==> src/rtl/kvta_pkg.sv <==
// Shared types and constants of the key/value text address extractor.
// Holds the parse phase enum, the result record and the sizing constants.
// No dependencies; used by kvta_parser and the top level.
package kvta_pkg;

    // sizing
    localparam int MAX_ENTRIES     = 16;
    localparam int ADDR_BYTES      = 64;
    localparam int MAX_NESTING     = 3;
    localparam int SKIP_DEPTH_BITS = 16;

    localparam int CNT_W  = $clog2(MAX_ENTRIES + 1);
    localparam int LEN_W  = $clog2(ADDR_BYTES);
    localparam int NEST_W = $clog2(MAX_NESTING + 1);

    // characters
    localparam logic [7:0] CH_QUOTE  = 8'h22;
    localparam logic [7:0] CH_LBRACE = 8'h7B;
    localparam logic [7:0] CH_RBRACE = 8'h7D;
    localparam logic [7:0] CH_SPACE  = 8'h20;
    localparam logic [7:0] CH_TAB    = 8'h09;
    localparam logic [7:0] CH_CR     = 8'h0D;
    localparam logic [7:0] CH_LF     = 8'h0A;
    localparam logic [7:0] CH_NUL    = 8'h00;

    // key match progress codes
    localparam logic [2:0] MATCH_DONE = 3'd4;
    localparam logic [2:0] MATCH_FAIL = 3'd5;

    typedef enum logic [3:0] {
        PH_ROOT_WS    = 4'd0,
        PH_ROOT_KEY   = 4'd1,
        PH_ROOT_AFTER = 4'd2,
        PH_ENTRY_WS   = 4'd3,
        PH_KEY        = 4'd4,
        PH_AFTER_KEY  = 4'd5,
        PH_VALUE      = 4'd6,
        PH_SKIP       = 4'd7,
        PH_HALT       = 4'd8
    } phase_t;

    typedef struct packed {
        logic       byte_valid;
        logic [7:0] addr_byte;
        logic       last_of_entry;
        logic [3:0] entry_index;
        logic       finished;
        logic [4:0] entries_found;
        logic       success;
    } result_t;

    // key character expected at a given match position
    function automatic logic [7:0] addr_char(input logic [1:0] pos);
        logic [7:0] ch;
        case (pos)
            2'd0:    ch = 8'h61;
            2'd1:    ch = 8'h64;
            2'd2:    ch = 8'h64;
            default: ch = 8'h72;
        endcase
        return ch;
    endfunction

endpackage

==> src/rtl/kvta_parser.sv <==
// Parser state machine of the key/value text address extractor.
// Updates its state on each accepted byte and forms the result of that byte.
// Depends on kvta_pkg.
module kvta_parser
(
    input  logic                clk,
    input  logic                rst_n,
    input  logic                step,
    input  logic [7:0]          text_byte,
    input  logic                end_of_text,
    output logic                res_valid,
    output kvta_pkg::result_t   res
);

    localparam logic [kvta_pkg::SKIP_DEPTH_BITS-1:0] SKIP_MAX = '1;
    localparam logic [kvta_pkg::CNT_W-1:0] CNT_LIMIT =
        kvta_pkg::CNT_W'(kvta_pkg::MAX_ENTRIES);
    localparam logic [kvta_pkg::LEN_W-1:0] LEN_LIMIT =
        kvta_pkg::LEN_W'(kvta_pkg::ADDR_BYTES - 1);
    localparam logic [kvta_pkg::NEST_W-1:0] NEST_LIMIT =
        kvta_pkg::NEST_W'(kvta_pkg::MAX_NESTING);

    kvta_pkg::phase_t                    phase_reg, phase_next;
    logic [kvta_pkg::NEST_W-1:0]         nest_reg, nest_next;
    logic [kvta_pkg::SKIP_DEPTH_BITS-1:0] skip_reg, skip_next;
    logic [2:0]                          match_reg, match_next;
    logic                                is_addr_reg, is_addr_next;
    logic [kvta_pkg::LEN_W-1:0]          len_reg, len_next;
    logic [7:0]                          held_reg, held_next;
    logic                                held_valid_reg, held_valid_next;
    logic [kvta_pkg::CNT_W-1:0]          count_reg, count_next;

    logic                                eot;
    logic                                is_space;
    logic [7:0]                          low_ch;
    kvta_pkg::phase_t                    ent_phase;
    logic [kvta_pkg::NEST_W-1:0]         ent_nest;
    logic [kvta_pkg::CNT_W-1:0]          count_inc;

    assign eot = end_of_text || (text_byte == kvta_pkg::CH_NUL);
    assign is_space = (text_byte == kvta_pkg::CH_SPACE) || (text_byte == kvta_pkg::CH_TAB)
                   || (text_byte == kvta_pkg::CH_CR) || (text_byte == kvta_pkg::CH_LF);
    assign low_ch = (text_byte >= 8'h41 && text_byte <= 8'h5A) ? (text_byte | 8'h20)
                                                                : text_byte;
    assign count_inc = count_reg + 1'b1;

    // byte where a key or a closing brace is expected
    always_comb
    begin
        ent_phase = phase_reg;
        ent_nest  = nest_reg;
        if (is_space)
        begin
            ent_phase = kvta_pkg::PH_ENTRY_WS;
        end
        else if (text_byte == kvta_pkg::CH_QUOTE)
        begin
            ent_phase = kvta_pkg::PH_KEY;
        end
        else if (text_byte == kvta_pkg::CH_RBRACE && nest_reg != '0)
        begin
            ent_phase = kvta_pkg::PH_ENTRY_WS;
            ent_nest  = nest_reg - 1'b1;
        end
        else
        begin
            ent_phase = kvta_pkg::PH_HALT;
        end
    end

    // next state and result
    always_comb
    begin
        phase_next      = phase_reg;
        nest_next       = nest_reg;
        skip_next       = skip_reg;
        match_next      = match_reg;
        is_addr_next    = is_addr_reg;
        len_next        = len_reg;
        held_next       = held_reg;
        held_valid_next = held_valid_reg;
        count_next      = count_reg;
        res_valid       = 1'b0;
        res             = '0;

        if (eot)
        begin
            res_valid = 1'b1;
            res.finished = 1'b1;
            if (phase_reg == kvta_pkg::PH_VALUE && is_addr_reg && held_valid_reg)
            begin
                res.byte_valid    = 1'b1;
                res.addr_byte     = held_reg;
                res.last_of_entry = 1'b1;
                res.entry_index   = count_reg[3:0];
                res.entries_found = 5'(count_inc);
                res.success       = 1'b1;
            end
            else
            begin
                res.entries_found = 5'(count_reg);
                res.success       = (count_reg != '0);
            end
            phase_next      = kvta_pkg::PH_ROOT_WS;
            nest_next       = '0;
            skip_next       = '0;
            match_next      = '0;
            is_addr_next    = 1'b0;
            len_next        = '0;
            held_next       = '0;
            held_valid_next = 1'b0;
            count_next      = '0;
        end
        else
        begin
            case (phase_reg)
                kvta_pkg::PH_ROOT_WS:
                begin
                    if (text_byte == kvta_pkg::CH_QUOTE)
                        phase_next = kvta_pkg::PH_ROOT_KEY;
                    else if (!is_space)
                        phase_next = kvta_pkg::PH_HALT;
                end
                kvta_pkg::PH_ROOT_KEY:
                begin
                    if (text_byte == kvta_pkg::CH_QUOTE)
                        phase_next = kvta_pkg::PH_ROOT_AFTER;
                end
                kvta_pkg::PH_ROOT_AFTER:
                begin
                    if (text_byte == kvta_pkg::CH_LBRACE)
                    begin
                        nest_next  = '0;
                        phase_next = kvta_pkg::PH_ENTRY_WS;
                    end
                    else if (!is_space)
                    begin
                        phase_next = kvta_pkg::PH_HALT;
                    end
                end
                kvta_pkg::PH_ENTRY_WS:
                begin
                    phase_next = ent_phase;
                    nest_next  = ent_nest;
                    if (text_byte == kvta_pkg::CH_QUOTE)
                        match_next = '0;
                end
                kvta_pkg::PH_KEY:
                begin
                    if (text_byte == kvta_pkg::CH_QUOTE)
                    begin
                        is_addr_next = (match_reg == kvta_pkg::MATCH_DONE);
                        phase_next   = kvta_pkg::PH_AFTER_KEY;
                    end
                    else if (match_reg < kvta_pkg::MATCH_DONE)
                    begin
                        if (low_ch == kvta_pkg::addr_char(match_reg[1:0]))
                            match_next = match_reg + 1'b1;
                        else
                            match_next = kvta_pkg::MATCH_FAIL;
                    end
                    else
                    begin
                        match_next = kvta_pkg::MATCH_FAIL;
                    end
                end
                kvta_pkg::PH_AFTER_KEY:
                begin
                    if (is_space)
                    begin
                        phase_next = phase_reg;
                    end
                    else if (text_byte == kvta_pkg::CH_LBRACE)
                    begin
                        if (nest_reg < NEST_LIMIT)
                        begin
                            nest_next  = nest_reg + 1'b1;
                            phase_next = kvta_pkg::PH_ENTRY_WS;
                        end
                        else
                        begin
                            skip_next  = kvta_pkg::SKIP_DEPTH_BITS'(1);
                            phase_next = kvta_pkg::PH_SKIP;
                        end
                    end
                    else if (text_byte == kvta_pkg::CH_QUOTE)
                    begin
                        is_addr_next    = is_addr_reg && (count_reg < CNT_LIMIT);
                        len_next        = '0;
                        held_valid_next = 1'b0;
                        held_next       = '0;
                        phase_next      = kvta_pkg::PH_VALUE;
                    end
                    else
                    begin
                        phase_next = ent_phase;
                        nest_next  = ent_nest;
                    end
                end
                kvta_pkg::PH_VALUE:
                begin
                    if (text_byte == kvta_pkg::CH_QUOTE)
                    begin
                        phase_next   = kvta_pkg::PH_ENTRY_WS;
                        is_addr_next = 1'b0;
                        if (is_addr_reg && held_valid_reg)
                        begin
                            count_next        = count_inc;
                            res_valid         = 1'b1;
                            res.byte_valid    = 1'b1;
                            res.addr_byte     = held_reg;
                            res.last_of_entry = 1'b1;
                            res.entry_index   = count_reg[3:0];
                            res.entries_found = 5'(count_inc);
                            held_valid_next   = 1'b0;
                            held_next         = '0;
                        end
                    end
                    else if (is_addr_reg && len_reg < LEN_LIMIT)
                    begin
                        held_next       = text_byte;
                        held_valid_next = 1'b1;
                        len_next        = len_reg + 1'b1;
                        if (held_valid_reg)
                        begin
                            res_valid         = 1'b1;
                            res.byte_valid    = 1'b1;
                            res.addr_byte     = held_reg;
                            res.entry_index   = count_reg[3:0];
                            res.entries_found = 5'(count_reg);
                        end
                    end
                end
                kvta_pkg::PH_SKIP:
                begin
                    if (text_byte == kvta_pkg::CH_LBRACE)
                    begin
                        if (skip_reg < SKIP_MAX)
                            skip_next = skip_reg + 1'b1;
                    end
                    else if (text_byte == kvta_pkg::CH_RBRACE)
                    begin
                        if (skip_reg <= kvta_pkg::SKIP_DEPTH_BITS'(1))
                        begin
                            skip_next  = '0;
                            phase_next = kvta_pkg::PH_ENTRY_WS;
                        end
                        else
                        begin
                            skip_next = skip_reg - 1'b1;
                        end
                    end
                end
                default:
                begin
                    phase_next = kvta_pkg::PH_HALT;
                end
            endcase
        end
    end

    // state registers
    always_ff @(posedge clk or negedge rst_n)
    begin
        if (!rst_n)
        begin
            phase_reg      <= kvta_pkg::PH_ROOT_WS;
            nest_reg       <= '0;
            skip_reg       <= '0;
            match_reg      <= '0;
            is_addr_reg    <= 1'b0;
            len_reg        <= '0;
            held_reg       <= '0;
            held_valid_reg <= 1'b0;
            count_reg      <= '0;
        end
        else if (step)
        begin
            phase_reg      <= phase_next;
            nest_reg       <= nest_next;
            skip_reg       <= skip_next;
            match_reg      <= match_next;
            is_addr_reg    <= is_addr_next;
            len_reg        <= len_next;
            held_reg       <= held_next;
            held_valid_reg <= held_valid_next;
            count_reg      <= count_next;
        end
    end

`ifndef SYNTHESIS
    // entry count never passes the limit
    a_count_bound: assert property (@(posedge clk) disable iff (!rst_n)
        count_reg <= CNT_LIMIT)
        else $error("entry count beyond limit");

    // a held byte only exists inside a value
    a_held_in_value: assert property (@(posedge clk) disable iff (!rst_n)
        held_valid_reg |-> (phase_reg == kvta_pkg::PH_VALUE))
        else $error("held byte outside a value");

    // nesting level stays within the tracked depth
    a_nest_bound: assert property (@(posedge clk) disable iff (!rst_n)
        nest_reg <= NEST_LIMIT)
        else $error("nesting level beyond limit");
`endif

endmodule

==> src/rtl/keyvalue_text_address_extractor_unit.sv <==
// Top level of the key/value text address extractor.
// Handles the request handshakes and a two-entry result stage; depends on
// kvta_pkg and kvta_parser.
//
// Takes one text byte per cycle, back to back, and gives at most one result
// per byte: a value character of an addr entry (delayed by one byte so the
// last one can be marked) or the finished record at end of text. The parser
// state updates in the cycle the request is accepted; its result lands in a
// two-entry output stage, so input keeps flowing while one result waits, and
// input stalls only when both entries are full.
module keyvalue_text_address_extractor_unit
(
    input  logic       clk,
    input  logic       rst_n,
    input  logic       in_valid,
    output logic       in_ready,
    input  logic [7:0] text_byte,
    input  logic       end_of_text,
    output logic       out_valid,
    input  logic       out_ready,
    output logic       byte_valid,
    output logic [7:0] addr_byte,
    output logic       last_of_entry,
    output logic [3:0] entry_index,
    output logic       finished,
    output logic [4:0] entries_found,
    output logic       success
);

    logic              accept;
    logic              take;
    logic              res_valid;
    kvta_pkg::result_t res;

    logic              out_valid_reg, out_valid_next;
    logic              skid_valid_reg, skid_valid_next;
    kvta_pkg::result_t out_data_reg, out_data_next;
    kvta_pkg::result_t skid_data_reg, skid_data_next;

    assign in_ready = !skid_valid_reg;
    assign accept   = in_valid && in_ready;
    assign take     = out_valid_reg && out_ready;

    // parser
    kvta_parser u_parser
    (
        .clk         (clk),
        .rst_n       (rst_n),
        .step        (accept),
        .text_byte   (text_byte),
        .end_of_text (end_of_text),
        .res_valid   (res_valid),
        .res         (res)
    );

    // two-entry result stage
    always_comb
    begin
        out_valid_next  = out_valid_reg;
        skid_valid_next = skid_valid_reg;
        out_data_next   = out_data_reg;
        skid_data_next  = skid_data_reg;
        if (take)
        begin
            if (skid_valid_reg)
            begin
                out_data_next   = skid_data_reg;
                skid_valid_next = 1'b0;
            end
            else
            begin
                out_valid_next = 1'b0;
            end
        end
        if (accept && res_valid)
        begin
            if (!out_valid_reg || take)
            begin
                out_data_next  = res;
                out_valid_next = 1'b1;
            end
            else
            begin
                skid_data_next  = res;
                skid_valid_next = 1'b1;
            end
        end
    end

    always_ff @(posedge clk or negedge rst_n)
    begin
        if (!rst_n)
        begin
            out_valid_reg  <= 1'b0;
            skid_valid_reg <= 1'b0;
        end
        else
        begin
            out_valid_reg  <= out_valid_next;
            skid_valid_reg <= skid_valid_next;
        end
    end

    always_ff @(posedge clk)
    begin
        out_data_reg  <= out_data_next;
        skid_data_reg <= skid_data_next;
    end

    // outputs
    assign out_valid     = out_valid_reg;
    assign byte_valid    = out_data_reg.byte_valid;
    assign addr_byte     = out_data_reg.addr_byte;
    assign last_of_entry = out_data_reg.last_of_entry;
    assign entry_index   = out_data_reg.entry_index;
    assign finished      = out_data_reg.finished;
    assign entries_found = out_data_reg.entries_found;
    assign success       = out_data_reg.success;

`ifndef SYNTHESIS
    // the spare entry fills only behind a waiting result
    a_skid_behind_out: assert property (@(posedge clk) disable iff (!rst_n)
        skid_valid_reg |-> out_valid_reg)
        else $error("skid entry full with output empty");

    // a stalled result moves on to the output when taken
    a_skid_drain: assert property (@(posedge clk) disable iff (!rst_n)
        (skid_valid_reg && out_ready) |=> (out_valid_reg && !skid_valid_reg))
        else $error("skid entry not drained");

    // success reported only with a finish and a nonzero count
    a_success_ok: assert property (@(posedge clk) disable iff (!rst_n)
        (out_valid_reg && success) |-> (finished && entries_found != 5'd0))
        else $error("success without finish or entries");
`endif

endmodule
==> config.mk <==
export PLATFORM = sky130hd
export DESIGN_NAME = keyvalue_text_address_extractor_unit
export DESIGN_NICKNAME = d
export VERILOG_FILES = /design/src/rtl/kvta_pkg.sv /design/src/rtl/kvta_parser.sv /design/src/rtl/keyvalue_text_address_extractor_unit.sv
export SDC_FILE = /design/constraint.sdc
export NUM_CORES = 1
export LEC_CHECK = 0
export ABC_CLOCK_PERIOD_IN_PS = 3600
export BUFFER_PORTS_ARGS = -buffer_cell sky130_fd_sc_hd__buf_2
export CAP_MARGIN = 20
export CORE_AREA = 2 2 131 133
export CTS_BUF_LIST = sky130_fd_sc_hd__clkbuf_16
export DETAILED_ROUTE_END_ITERATION = 16
export DIE_AREA = 0 0 133 135
export HOLD_SLACK_MARGIN = 0.05
export PLACE_DENSITY = 0.58
export REMOVE_ABC_BUFFERS = 1
export SYNTH_ARGS = -nofsm -noshare
export SYNTH_HDL_FRONTEND = slang
export SYNTH_HIERARCHICAL = 1
export SYNTH_SLANG_ARGS = --single-unit
export TNS_END_PERCENT = 20
==> constraint.sdc <==
create_clock -name clk -period 3.6 [get_ports clk]
set_clock_uncertainty 0.05 [all_clocks]
set_input_delay 0.36 -clock clk [delete_from_list [all_inputs] [get_ports clk]]
set_output_delay 0.36 -clock clk [all_outputs]
set_load 0.01 [all_outputs]
==> results of run 1 <==
## worst paths after layout
| kind | to | slack (ps) | depth (start not counted) |
|---|---|---|---|
| max | u_parser/skip_reg[15] | 670 | 5 |
| min | skid_valid_reg | 220 | 2 |
| max reg2reg | u_parser/skip_reg[15] | 670 | 5 |
| min reg2reg | u_parser/held_reg[1] | 450 | 1 |
| max in group asynchronous | u_parser/held_reg[3] | 2280 | 3 |
| min in group asynchronous | u_parser/skip_reg[9] | 430 | 2 |
## critical path, stage by stage (launching register included)
cell and delay (ps):
dfrtp_1 650, nand4b_1 310, or3_1 460, a32oi_1 920, o211ai_1 200, a22oi_1 250
## where the power goes
part           total, mW  switching [mW]  internal (mW)
Sequential          1.30           0.106           1.19
Clock              0.960           0.417          0.543
Combinational       1.03           0.474          0.556
Total               3.29           0.998           2.29
## kinds of logic (layout without fill, tap and decap cells)
family	Yosys count	after routing	synth area share, %
AOI/OAI and AO/OA	160	160	18.7
xor gates and xnor gates	5	5	0.768
adders and majority gates	11	11	2.41
buffers and inverters	75	96	5.88
DFF	90	90	39.5
muxes	54	54	13.1
and+or+nand+nor	187	187	19.6
## cell usage after synthesis (11+ instances only)
master	count	area, µm²
o21ai_0	23	115
clkbuf_1	33	124
mux2_4	40	601
nor3_1	16	80.1
ha_1	11	138
dfxtp_1	21	420
nand3_1	29	145
a31oi_1	29	181
and2_1	12	75.1
nand2_1	35	131
a21oi_1	24	120
nor2_1	17	63.8
dfrtp_1	48	1200
edfxtp_1	21	631
inv_1	28	105
or3_1	16	100
## through the flow
stage / instances / worst slack, ps / util (%) / hold WS (ps)
after detailed placement: 806 / 726 / 36.8 / 272
after CTS: 823 / 708 / 38.7 / 209
after global placement: 806 / 780 / 36.8 / 263
after floorplan: 536 / 648 / - / 14.4
final: 823 / 668 / 38.7 / 220
after global routing: 823 / 440 / 38.7 / 235
## layer usage
metal | vias up | global-route usage [%]
met4 | 0 | 5.91
met5 | - | 0
li1 | 2243 | -
met1 | 2277 | 20.4
met2 | 131 | 26.7
met3 | 28 | 3.23
## layout make-up
class | count | area share, %
clock buffers | 9 | 3.55
inverters | 29 | 1.71
multi-input cells | 417 | 49.1
well taps | 220 | 4.33
repair buffers | 51 | 4.69
flip-flops and latches | 90 | 35.5
clock inverters | 7 | 1.18
## repair_timing
action,in CTS,in global routing
hold buffers,1,0
hold endpoints to repair,16,0
gates resized for setup,0,0
==> flow_summary.ini, run 1 <==
[setup_path]
reg2reg_from = u_parser/phase_reg[0]
crit_arrival_ps = 3140
endpoint_kind = flip-flop
cp.required_ps = 3800
startpoint = u_parser/phase_reg[0]
startpoint_type = flip-flop
cp_max_fo = 18
criticalPathCategory = reg -> reg

[clocking]
cts_root_buf = clkbuf_16
clk_latency_ps = 340
path_clk_slew_ps = 70
post_cts_buffers = 0
cts_tree = built
htree_levels = 3
cts_made_buffers = 9
clock-sinks = 90
cts_buffer_depth = 2

[layout]
drive_gt1_share_pct = 21.9
antenna-diode-count = 0
largest_register_ffs = 21
multi_input_area_mm2 = 0.00312
nNetsFinal = 622
final_cell_mix = 48 x dfrtp_1, 40 x mux2_4, 35 x nand2_1, 35 x buf_2
fill_cells = 1607
layout_commonest_cell = dfrtp_1
area_growth_pct = 11.4
final_area_mm2 = 0.00635
area.sequential_mm2 = 0.00225

[floorplanning]
rows = 47
core_mm2 = 0.0164
die-area_mm2 = 0.0180
die_w_um = 133
fp.dieH_um = 135
num_io_pins = 36
initial_utilization_pct = 34.8

[worst_hold_path]
worstHoldStart = out_ready
hp-class = in -> reg

[pwr]
power_mw = 3.29
powerDensity_mw_per_mm2 = 518
p_leak_nw = 2.65
max-vdd-ir-drop_mv = 0.310

[place]
gp_congestion = 0.882
dp_hpwl_mm = 9.68
post_dp_cell_area_mm2 = 0.00604
port_buffers = 35

[outcome]
status = complete, no violations

[timing]
tns_ps = 0
fin_crit_sh_pct = 81.4
rsz0062_at_grt = false
max-slew-margin-rel_pct = 18.4
clock.fmax_mhz = 341
finalHoldViolCount = 0
final_max_slew_viol_count = 0
finalCriticalPeriod_ps = 2930
worst_pin_slew_ps = 1220
finalSetupViolations = 0

[synth]
syn_area_mm2 = 0.00570
synth_edf_count = 21
avgSynthCellArea_um2 = 9.80
ys_ff_latch = 90
synthDistinctLibCells = 82
yosysSeqAreaShare_pct = 39.5
yosysWarnings = 6
synthFlopType = dfrtp_1
synthArstFlopShare_pct = 53.3
syn_inst = 582

[route]
drt-initial-drc-count = 380
avgViaCountPerCell = 5.69
wl_met1_mm = 6.27
topRoutingLayerUsed = met4
wire_per_inst_um = 16.9
route.antenna.remaining_nets = 0
wl_mm = 13.9
drt-pass1-iter-count = 5
drc_errors = 0
via_count = 4679
met3_length_um = 632
wl_met2_mm = 6.69

[run]
maxCapViolations = 0

[global_route]
grt_pass1_vias = 4559
track_usage_pct = 15.9
grt_pass1_wl_mm = 23.3
grt_max_degree = 34
antenna_found_initial = 0
gr-total-overflow = 0
No activity file was read; power rests on OpenSTA's default activity.
==> run 2: changes to the inputs <==
--- a/config.mk
+++ b/config.mk
@@ -5,7 +5,7 @@
 export SDC_FILE = /design/constraint.sdc
 export NUM_CORES = 1
 export LEC_CHECK = 0
-export ABC_CLOCK_PERIOD_IN_PS = 3600
+export ABC_CLOCK_PERIOD_IN_PS = 2590
 export BUFFER_PORTS_ARGS = -buffer_cell sky130_fd_sc_hd__buf_2
 export CAP_MARGIN = 20
 export CORE_AREA = 2 2 131 133
@@ -13,7 +13,7 @@
 export DETAILED_ROUTE_END_ITERATION = 16
 export DIE_AREA = 0 0 133 135
 export HOLD_SLACK_MARGIN = 0.05
-export PLACE_DENSITY = 0.58
+export PLACE_DENSITY = 0.6
 export REMOVE_ABC_BUFFERS = 1
 export SYNTH_ARGS = -nofsm -noshare
 export SYNTH_HDL_FRONTEND = slang
==> constraint.sdc (replaced) <==
create_clock -name clk -period 2.59 [get_ports clk]
set_clock_uncertainty 0.05 [all_clocks]
set_input_delay 0.259 -clock clk [delete_from_list [all_inputs] [get_ports clk]]
set_output_delay 0.259 -clock clk [all_outputs]
set_load 0.01 [all_outputs]
==> run 2 against run 1 <==
  * Utilization up 0.91 points
  * Clock-buffer cell count unchanged
  * Final area up 2.3%
  * Register-to-register slack worse by 550 ps
  * Wire length up 2.3%
  * Global-route usage up 0.38 points
  * Cell count up 2.1%
  * Total power up 39%
  * Via count up 1.7%
  * Non-clock buffer count up 17
  * Clock power up 32%
  * Setup slack worse by 550 ps
==> flow_summary.ini, run 2 (synthesized netlist as in run 1, its figures left out) <==
[global_route]
grt_pass1_vias = 4771
gr-total-overflow = 0
grt_max_degree = 36
antenna_found_initial = 0
track_usage_pct = 16.3
grt_pass1_wl_mm = 23.6

[route]
avgViaCountPerCell = 5.67
drt-pass1-iter-count = 5
drt-initial-drc-count = 394
route.antenna.remaining_nets = 0
wl_mm = 14.2
wire_per_inst_um = 16.9
drc_errors = 0
via_count = 4760

[clocking]
path_clk_slew_ps = 70
clock-sinks = 90
cts_buffer_depth = 2
cts_root_buf = clkbuf_16
cts_made_buffers = 9
post_cts_buffers = 0
htree_levels = 3
clk_latency_ps = 350
cts_tree = built

[layout]
largest_register_ffs = 21
area_growth_pct = 14.0
fin_util_pct = 39.6
nNetsFinal = 639
final_cell_mix = 47 x dfrtp_1, 40 x mux2_4, 35 x nand2_1, 35 x buf_2
antenna-diode-count = 0
drive_gt1_share_pct = 24.2
layout_commonest_cell = dfrtp_1
instances_no_fill = 840
fill_cells = 1616
final_area_mm2 = 0.00650

[floorplanning]
die_w_um = 133
fp.dieH_um = 135
rows = 47
die-area_mm2 = 0.0180
num_io_pins = 36
initial_utilization_pct = 34.8
core_mm2 = 0.0164

[place]
port_buffers = 35
placed_cells = 823
dp_hpwl_mm = 10.0
preCtsSetupSlack_ps = 92.9
post_dp_cell_area_mm2 = 0.00621
gp_congestion = 0.915

[setup_path]
rrSetupSlack_ps = 120
reg2reg_from = u_parser/phase_reg[1]
reg2regPathDepth = 8
startpoint_type = flip-flop
rr_endpoint = addr_byte[2]
crit_arrival_ps = 2670
cp_max_fo = 21
endpoint_kind = flip-flop
cp-endpoint = addr_byte[2]
criticalPathCategory = reg -> reg
cp.required_ps = 2780
startpoint = u_parser/phase_reg[1]

[pwr]
power_mw = 4.56
max-vdd-ir-drop_mv = 0.429
p_leak_nw = 2.75
switching_share_pct = 31.4
pwr-share-seq_pct = 39.1
clock_power_share_pct = 27.9
p_switching_mw = 1.43
p_int_mw = 3.13
powerDensity_mw_per_mm2 = 701
combPwrFrac_pct = 32.9

[timing]
fin_crit_sh_pct = 95.6
tns_ps = 0
rsz0062_at_grt = false
clock.fmax_mhz = 404
worst_hold_slack_ps = 108
worst_pin_slew_ps = 896
final_max_slew_viol_count = 0
finalHoldViolCount = 0
worst_slack_ps = 115
finalSetupViolations = 0
finalCriticalPeriod_ps = 2470
max-slew-margin-rel_pct = 40.3

[run]
maxCapViolations = 0

[worst_hold_path]
hp-class = in -> reg

[outcome]
status = complete, no violations
## run 2: how the worst min path moves through the flow
stage                          from              endpoint  slack [ps]  cells after the start
after floorplan               rst_n             out_valid         -90                      0
after global placement        rst_n  u_parser/skip_reg[6]         130                      1
after detailed placement      rst_n  u_parser/skip_reg[6]         140                      1
after CTS                 out_ready        skid_valid_reg          90                      2
after global routing      out_ready        skid_valid_reg         110                      2
final                     out_ready        skid_valid_reg         110                      2
## run 2: routing by layer
layer  up-vias  track usage (%)  part of all wire [%]
met3        31             4.50                   6.0
met1      2301             19.9                    44
met5         -                0                     0
met2       155             27.5                    48
li1       2273                -                     -
met4         0             6.45                   2.2
## run 2: power by group through the flow
stage	Sequential (mW)	Clock [mW]	Combinational (mW)
2_1_floorplan	1.90	0	0.926
3_3_place_gp	1.80	0	1.48
3_5_place_dp	1.81	0	1.50
4_1_cts	1.79	1.32	1.52
5_1_grt	1.81	1.37	1.63
6_report	1.79	1.27	1.50
## run 2: repair_timing
item,CTS,global route
resized for setup,0,1
hold buffers,1,0
setup endpoints to repair,0,42
hold endpoints to repair,13,0
## run 2: cell type report
class | instances | area (µm²) | area share, %
clock buffers | 9 | 225 | 3.46
inverters | 29 | 109 | 1.67
repair buffers | 68 | 463 | 7.12
flip-flops and latches | 90 | 2250 | 34.7
clock inverters | 7 | 57.6 | 0.885
multi-input cells | 417 | 3120 | 48.0
well taps | 220 | 275 | 4.23
## run 2: critical path: stages (launching register included)
cell	delay, ps
dfrtp_2	480
and4bb_2	320
nand3_1	220
inv_1	250
nand2b_1	180
nand2_1	200
nand3_1	150
buf_12	200
mux2_4	310
==> run 3: changes to the inputs <==
--- a/config.mk
+++ b/config.mk
@@ -8,10 +8,10 @@
 export ABC_CLOCK_PERIOD_IN_PS = 2590
 export BUFFER_PORTS_ARGS = -buffer_cell sky130_fd_sc_hd__buf_2
 export CAP_MARGIN = 20
-export CORE_AREA = 2 2 131 133
+export CORE_AREA = 4 4 133 135
 export CTS_BUF_LIST = sky130_fd_sc_hd__clkbuf_16
 export DETAILED_ROUTE_END_ITERATION = 16
-export DIE_AREA = 0 0 133 135
+export DIE_AREA = 0 0 137 139
 export HOLD_SLACK_MARGIN = 0.05
 export PLACE_DENSITY = 0.6
 export REMOVE_ABC_BUFFERS = 1
==> run 3 against run 2 <==
  * Fmax increased by 1.2%
  * Total power increased by 2.5%
  * Clock-buffer cell count unchanged
  * Non-clock buffer count increased by 1
  * Utilization increased by 0.12 points
  * Critical path type unchanged
  * Highest routed layer unchanged
==> flow_summary.ini, run 3 (synthesized netlist as in run 1, its figures left out) <==
[setup_path]
cp.required_ps = 2810
criticalPathCategory = reg -> reg
crit_path_max_incr_delay_ps = 530
rrSetupSlack_ps = 140
reg2reg_from = skid_valid_reg
cp_max_fo = 10
endpoint_kind = flip-flop
worstPathCellList = and2b_1, buf_4, inv_1, a2111oi_2, buf_4, o211ai_1, a22oi_1
reg2regPathDepth = 7
slowest_stage = a2111oi_2
rr_endpoint = u_parser/skip_reg[15]
startpoint_type = flip-flop
crit_arrival_ps = 2660
cp_common_cell = buf_4
startpoint = skid_valid_reg

[worst_hold_path]
hp-class = in -> reg
worstHoldStart = out_ready
hold_depth = 2
min_to = skid_valid_reg

[pwr]
powerDensity_mw_per_mm2 = 714
p_leak_nw = 2.77
max-vdd-ir-drop_mv = 0.472

[clocking]
path_clk_slew_ps = 70
clk_latency_ps = 350
cts_tree = built
htree_levels = 3
cts_root_buf = clkbuf_16
cts_buffer_depth = 2
clock-sinks = 90
post_cts_buffers = 0
cts_made_buffers = 9

[floorplanning]
fp.dieH_um = 139
die_w_um = 137
rows = 47
initial_utilization_pct = 34.6
core_mm2 = 0.0165
num_io_pins = 36
die-area_mm2 = 0.0190

[global_route]
grt_pass1_vias = 4728
grt_pass1_wl_mm = 23.6
track_usage_pct = 15.2
grt_max_degree = 49
gr-total-overflow = 0
antenna_found_initial = 0

[timing]
finalHoldViolCount = 0
clock.fmax_mhz = 409
rsz0062_at_grt = false
finalSetupViolations = 0
finalCriticalPeriod_ps = 2450
final_max_slew_viol_count = 0
worst_hold_slack_ps = 109
worst_pin_slew_ps = 794
fin_crit_sh_pct = 94.4
max-slew-margin-rel_pct = 47.1

[layout]
fin_util_pct = 39.7
area_growth_pct = 14.7
instances_no_fill = 841
final_cell_mix = 47 x dfrtp_1, 40 x mux2_4, 35 x nand2_1, 35 x buf_2, 30 x buf_4
layout_commonest_cell = dfrtp_1
antenna-diode-count = 0
largest_register_ffs = 21
drive_gt1_share_pct = 24.6
nNetsFinal = 640

[place]
port_buffers = 35
gp_congestion = 0.891
placed_cells = 824
dp_hpwl_mm = 10.1

[outcome]
status = complete, no violations

[route]
route.antenna.remaining_nets = 0
drt-initial-drc-count = 397
wire_per_inst_um = 16.8
avgViaCountPerCell = 5.63
drt-pass1-iter-count = 5
via_count = 4733
wl_mm = 14.2
drc_errors = 0

[run]
maxCapViolations = 0
==> run 3: changes by cell type in the layout (fill, tap and decap cells not counted) <==
cell        delta
buf_4          +1
bufinv_16      +1
clkinv_1       -1
clkinv_4       +1
clkinv_8       +1
clkinvlp_4     -1
inv_1          -1
inv_2          +1
inv_6          -1
==> run 3: how the worst max path moves through the flow <==
| stage | to | slack [ps] | cells past startpoint |
|---|---|---|---|
| after floorplan | addr_byte[0] | -300 | 7 |
| after global placement | addr_byte[0] | 150 | 8 |
| after detailed placement | addr_byte[6] | 110 | 8 |
| after CTS | addr_byte[6] | 90 | 8 |
| after global routing | byte_valid | 2 | 8 |
| final | u_parser/skip_reg[15] | 140 | 7 |
==> run 3: final cells by class <==
type | instances | area [µm²]
Clock buffer | 9 | 225
Clock inverter | 7 | 92.6
Fill cell | 1625 | 9920
Inverter | 29 | 109
Multi-Input combinational cell | 417 | 3120
Sequential cell | 90 | 2250
Tap cell | 220 | 275
Timing Repair Buffer | 69 | 470
==> run 3: repair_timing <==
| action | CTS | global route |
|---|---|---|
| hold endpoints to repair | 48 | 0 |
| gates resized for setup | 0 | 2 |
| setup endpoints to repair | 0 | 21 |
| hold buffers | 1 | 0 |
==> run 3: layer usage <==
layer | vias to the layer above | GRT usage [%] | wire (µm)
li1 | 2286 | - | -
met1 | 2302 | 19.5 | 6320
met2 | 126 | 25.0 | 6840
met3 | 19 | 2.76 | 677
met4 | 0 | 6.09 | 329
met5 | - | 0 | 0
==> run 3: critical path, delay by kind of cell, from the launching register on <==
family / cells / cell delay, ps
compound gates: 3 / 820
buf+inv: 3 / 640
simple gates: 1 / 450
flops: 1 / 410
==> run 3: stage by stage <==
stage          area (µm²)  setup WS [ps]  setup TNS, ps  total power, mW
3_5_place_dp         6210            106              0             3.31
6_report             6540            144              0             4.67
5_1_grt              6540           2.06              0             4.93
3_3_place_gp         6210            150              0             3.28
4_1_cts              6540           92.8              0             4.74
2_1_floorplan        5480           -303         -14180             2.83
==> run 3: power breakdown <==
part	switching, mW	internal [mW]	leakage, nW
clock	0.615	0.775	0.156
sequential	0.139	1.66	1.03
combinational	0.680	0.808	1.58
total	1.43	3.24	2.77
